===== config.mk =====
export PLATFORM = sky130hd
export DESIGN_NAME = gtfps_ram
export DESIGN_NICKNAME = d
export VERILOG_FILES = /design/src/hw/rtl/gtfps_ram.sv
export SDC_FILE = /design/constraint.sdc
export NUM_CORES = 1
export LEC_CHECK = 0
export BUFFER_PORTS_ARGS = -buffer_cell sky130_fd_sc_hd__buf_2
export CORE_ASPECT_RATIO = 1.4
export CORE_MARGIN = 2
export CORE_UTILIZATION = 35
export CTS_CLUSTER_DIAMETER = 30
export DETAILED_ROUTE_END_ITERATION = 10
export REMOVE_ABC_BUFFERS = 1
export SYNTH_ARGS = -nofsm -noshare
export SYNTH_HDL_FRONTEND = slang
export SYNTH_SLANG_ARGS = --single-unit

===== constraint.sdc =====
create_clock -name clk -period 2.91 [get_ports clk]
set_input_delay 0.4365 -clock clk [delete_from_list [all_inputs] [get_ports clk]]
set_output_delay 0.4365 -clock clk [all_outputs]
set_load 0.1 [all_outputs]

===== src/hw/rtl/gtfps_ram.sv =====
// Generic simple dual-port RAM with one write port and a registered read port.
module gtfps_ram #(
  parameter int W = 8,
  parameter int D = 64
) (
  input  logic                 clk,
  input  logic                 we,
  input  logic [$clog2(D)-1:0] waddr,
  input  logic [W-1:0]         wdata,
  input  logic [$clog2(D)-1:0] raddr,
  output logic [W-1:0]         rdata
);

  logic [W-1:0] mem_r [D];
  logic [W-1:0] rdata_r;

  always_ff @(posedge clk) begin
    if (we) begin
      mem_r[waddr] <= wdata;
    end
    rdata_r <= mem_r[raddr];
  end

  assign rdata = rdata_r;

endmodule


==> results of run 1 <==
final timing paths:
check                               from          endpoint
hold / removal                  raddr[5]  rdata[0]$_DFF_P_
setup / recovery                raddr[0]  rdata[1]$_DFF_P_
hold reg to reg   mem_r[30][6]$_DFFE_PP_  rdata[6]$_DFF_P_
setup reg to reg   mem_r[7][1]$_DFFE_PP_  rdata[1]$_DFF_P_
cells by family (layout without fill, tap and decap cells):
| logic type | Yosys count | count (layout) |
|---|---|---|
| other | 0 | 2 |
| multiplexers | 162 | 162 |
| AND/OR/NAND/NOR | 153 | 153 |
| buffers and inverters | 51 | 292 |
| AO/OA/AOI/OAI | 54 | 54 |
| flip-flops | 520 | 520 |
cell type report:
| type | count | area (µm²) | share of cell area, % |
|---|---|---|---|
| well taps | 742 | 928 | 3.75 |
| clock buffers | 91 | 2130 | 8.60 |
| repair buffers | 142 | 1110 | 4.47 |
| diodes | 2 | 5.00 | 0.0202 |
| flip-flops and latches | 520 | 15500 | 62.8 |
| clock inverters | 59 | 733 | 2.96 |
| multi-input cells | 369 | 4320 | 17.4 |
metal layers:
metal  GRT usage [%]  vias up  part of all wire [%]
li1                -     4304                     -
met1            19.1     5241                    37
met2            29.3      286                    54
met3            3.10       93                   4.6
met4            7.82        0                   4.3
met5               0        -                     0
cells in the mapped netlist (6+ instances only):
cell	count
buf_4	13
clkbuf_1	17
nor3_1	7
dfxtp_1	8
buf_2	11
nand2_1	19
edfxtp_1	512
mux2_2	13
nor2b_1	14
o221ai_1	8
mux2i_1	23
mux4_2	126
o22ai_1	8
nand3_1	13
nor2_1	83
a221oi_1	6
nand2b_1	7
power breakdown:
group          switching, mW  total [mW]  internal, mW
Sequential            0.0302        8.33          8.30
Clock                   3.55        9.98          6.43
Combinational          0.590       0.916         0.326
flip-flops by register name (all words and copies together) (netlist names):
name / flops
rdata: 8
mem_r: 512
worst max-delay path, delay by kind of cell:
family / cells / cell delay [ps]
buffers and inverters: 2 / 450
multiplexers: 2 / 1070
AO/OA/AOI/OAI: 1 / 200
AND/OR/NAND/NOR: 2 / 330
through the flow:
step	power, mW	cells	hold WS, ps	area, µm²	setup slack (ps)
detailed placement	9.41	1773	836	21900	233
finish	19.2	1925	275	24800	819
CTS	19.4	1923	230	24700	836
floorplan	8.89	889	535	19900	1110
global placement	9.39	1773	814	21900	238
global route	19.8	1923	289	24700	733
==> impl_metrics.tcl, run 1 <==
set metrics [dict create \
    cts_made_buffers 81 \
    dpl.hpwl_um 30800 \
    yosys.area_share.simple_pct 3.39 \
    cts_root_buf "clkbuf_16" \
    finalMaxSlewViolations 0 \
    slew_headroom_pct 42.0 \
    drt-initial-drc-count 784 \
    cpMostUsedCell "mux4_2" \
    critical_path_class "input port to flip-flop" \
    cts_num_sinks 520 \
    cts-resized-gates 0 \
    tns_ps 0 \
    cts_buffer_depth 3 \
    clk_latency_ps 610 \
    layout.cells.most_common "edfxtp_1" \
    critPathMaxStageDelay_ps 540 \
    rsz0062_at_grt "false" \
    synth_area_um2 20200 \
    syn_area_per_cell_um2 21.5 \
    ys.flop_type "edfxtp_1" \
    h-tree-depth 3 \
    grt_max_degree 65 \
    finalCriticalPeriod_ps 2090 \
    skew_ps 18.6 \
    die_width_um 207 \
    rows 104 \
    min_delay_path_depth 3 \
    finalSetupViolCount 0 \
    peakVddDrop_v 0.000518 \
    grt_pass1_vias 10577 \
    die_y_um 288 \
    nets 1136 \
    wire_per_inst_um 24.8 \
    post-cts-setup-buffer-count 0 \
    design.die.area_um2 59600 \
    port-buffer-count 29 \
    synth-seq-cells 520 \
    initial_core_util_pct 35.2 \
    run_status "finished clean" \
    worst_pin_slew_ps 870 \
    power.density_nw_per_um2 777 \
    area_growth_pct 22.7 \
    fin_crit_sh_pct 71.9 \
    antenna_found_initial 1 \
    gp_congestion 0.805 \
    fill_cells 4896 \
    finalWirelength_um 47700 \
    grt_pass1_wl_um 70500 \
    hold_class "input port to flip-flop" \
    ioPinCount 30 \
    synth_compound_area_share_pct 2.07 \
    required_ps 3360 \
    synthXorXnorAreaFrac_pct 0 \
    synth_cell_type_count 40 \
    synth_top_family_by_area "multiplexers" \
    num_vias 9924 \
    synth_top_area_share_pct 76.2 \
    async_reset_ff_share_pct 0 \
    cts_tree "yes" \
    synth_edf_count 512 \
    yosysWarnings 0 \
    cp.arrival_ps 2540 \
    viasPerCell 5.16 \
    r2r_slack_ps 870 \
    drtPass1Iterations 5 \
    cts_hold_buf 0 \
    clock.fmax_mhz 478 \
    yosys.area.top_type "edfxtp_1" \
    final_core_util_pct 43.2 \
    yosysSeqAreaShare_pct 77.0 \
    finalHoldViolations 0 \
    mostFrequentLayoutCells "edfxtp_1, mux4_2, buf_4" \
    crit_fanout 19 \
    ff2ff_path_depth 5 \
    cp_slowest_cell "mux4_2" \
    p_leak_nw 8.06 \
    crit_path_start_kind "input port" \
    max-cap-violations 0 \
    cp-end-kind "flip-flop" \
    worstPathCellList "clkbuf_8 -> buf_12 -> mux4_2 -> mux4_2 -> nor2_1 -> nor3_1 -> o2bb2ai_1" \
    grt.overflow.total 0 \
    grt_usage_pct 16.5 \
    clk_pin_slew_ps 60 \
    drive_gt1_share_pct 35.5 \
    core-area_um2 57300 \
    synth-adder-area-share_pct 0 \
    syn_inst 940 \
    drcViolationCount 0 \
    synth_area_leaders "edfxtp_1, mux4_2, nor2_1, mux2i_1, dfxtp_1" \
    drt.antenna.violating_nets 0 \
    synth.mux.area_fraction_pct 15.9 \
]
No activity file was read; power rests on OpenSTA's default activity.
==> inputs of run 2 (changes only) <==
==> constraint.sdc (replaced) <==
create_clock -name clk -period 1.91 [get_ports clk]
set_input_delay 0.2865 -clock clk [delete_from_list [all_inputs] [get_ports clk]]
set_output_delay 0.2865 -clock clk [all_outputs]
set_load 0.1 [all_outputs]
==> impl_metrics.tcl, run 2 (same netlist as run 1, synthesis figures left out) <==
set metrics [dict create \
    core-area_um2 57300 \
    fill_cells 4960 \
    drt-initial-drc-count 869 \
    finalHoldViolations 0 \
    drcViolationCount 0 \
    ioPinCount 30 \
    layout.cells.most_common "edfxtp_1" \
    clk_latency_ps 600 \
    grt_pass1_vias 10665 \
    place_inst 1818 \
    power.density_nw_per_um2 1070 \
    drive_gt1_share_pct 37.1 \
    layoutNonFillerInstCount 1936 \
    regArea_um2 15500 \
    rsz0062_at_grt "false" \
    cts_hold_buf 0 \
    hold_ws_ps 138 \
    post-cts-setup-buffer-count 0 \
    worst_pin_slew_ps 1190 \
    required_ps 2360 \
    r2r-start "mem_r[28][6]$_DFFE_PP_" \
    viasPerCell 5.16 \
    num_vias 9995 \
    crit_path_start_kind "flip-flop" \
    finalSetupViolCount 0 \
    grt_max_degree 65 \
    clk_pin_slew_ps 60 \
    area_growth_pct 21.7 \
    slew_headroom_pct 20.6 \
    design.die.area_um2 59600 \
    skew_ps 24.7 \
    crit_path_start "mem_r[28][6]$_DFFE_PP_" \
    multi_input_area_um2 4360 \
    grt_pass1_wl_um 71200 \
    p_leak_nw 8.01 \
    hold_class "input port to flip-flop" \
    antenna_found_initial 4 \
    finalWirelength_um 48700 \
    peakVddDrop_v 0.000846 \
    nets 1161 \
    h-tree-depth 2 \
    port-buffer-count 29 \
    fin_crit_sh_pct 98.7 \
    top_register "mem_r" \
    drt.antenna.violating_nets 0 \
    die_width_um 207 \
    grt.overflow.total 0 \
    power.total_mw 26.2 \
    mostFrequentLayoutCells "edfxtp_1, buf_4, mux4_2" \
    hold_start "raddr[5]" \
    cts_tree "yes" \
    cts_buffer_depth 3 \
    finalCriticalPeriod_ps 1880 \
    finalMaxSlewViolations 0 \
    grt_usage_pct 16.7 \
    cts_num_sinks 520 \
    critical_path_class "flip-flop to flip-flop" \
    rows 104 \
    max-cap-violations 0 \
    clock.fmax_mhz 531 \
    dpl.hpwl_um 31700 \
    gp_congestion 0.797 \
    cp-end-kind "flip-flop" \
    crit_fanout 1 \
    cts_root_buf "clkbuf_16" \
    die_y_um 288 \
    cts_made_buffers 61 \
    largest_reg_flops 512 \
    cp.arrival_ps 2330 \
    wire_per_inst_um 25.1 \
    drtPass1Iterations 5 \
    initial_core_util_pct 35.2 \
    run_status "finished clean" \
]
-- run 2: cell types whose count changed in the layout (fill, tap and decap cells not counted), sizes merged --
cell,change
clkbuf,-26
inv,+6
bufinv,-6
diode,+1
buf,+45
clkinvlp,-6
clkinv,-3
-- run 2: worst max-delay path, cell delays in order (launching register included) --
cell and delay [ps]:
edfxtp_1 380, mux4_2 480, mux2_2 290, o221a_2 310, nor3_4 150, o32ai_1 110
-- run 2: layer usage --
metal | GRT usage (%) | vias up | wire length (µm)
li1 | - | 4344 | -
met1 | 19.6 | 5277 | 18200
met2 | 30.4 | 281 | 26500
met3 | 2.05 | 93 | 2080
met4 | 7.61 | 0 | 1920
met5 | 0 | - | 0
-- run 2: layout make-up --
cell class              instances  share of cell area, %
clock inverters                50                   2.36
diodes                          3                 0.0306
well taps                     742                   3.78
repair buffers                187                   6.29
flip-flops and latches        520                   63.3
clock buffers                  65                   6.46
multi-input cells             369                   17.8
-- run 2: path summary, 6_finish.rpt --
path	endpoint	slack (ps)	cells after the start
worst min register to register	rdata[4]$_DFF_P_	830	3
worst max register to register	rdata[6]$_DFF_P_	30	5
worst min-delay path	rdata[0]$_DFF_P_	140	3
worst max-delay path	rdata[6]$_DFF_P_	30	5
-- run 2: timing repair --
action	CTS	global route
pin swaps	2	1
gates resized for setup	8	2
endpoints found under the hold margin	0	0
setup endpoints to repair	5	3
-- run 2: per-stage QoR --
| stage | worst slack (ps) | TNS [ps] | instance area, µm² | util [%] |
|---|---|---|---|---|
| after floorplan | 226 | 0 | 19900 | - |
| after global placement | -701 | -4700 | 22300 | 39.0 |
| after detailed placement | -704 | -5170 | 22300 | 39.0 |
| after CTS | 3.88 | 0 | 24500 | 42.8 |
| after global routing | 9.73 | 0 | 24500 | 42.8 |
| final | 25.5 | 0 | 24500 | 42.8 |
-- run 2: report_power, final --
part	total (mW)	switching (mW)	internal, mW
Clock	12.0	4.93	7.05
Combinational	1.51	0.930	0.578
Sequential	12.7	0.0539	12.6
Total	26.2	5.91	20.3
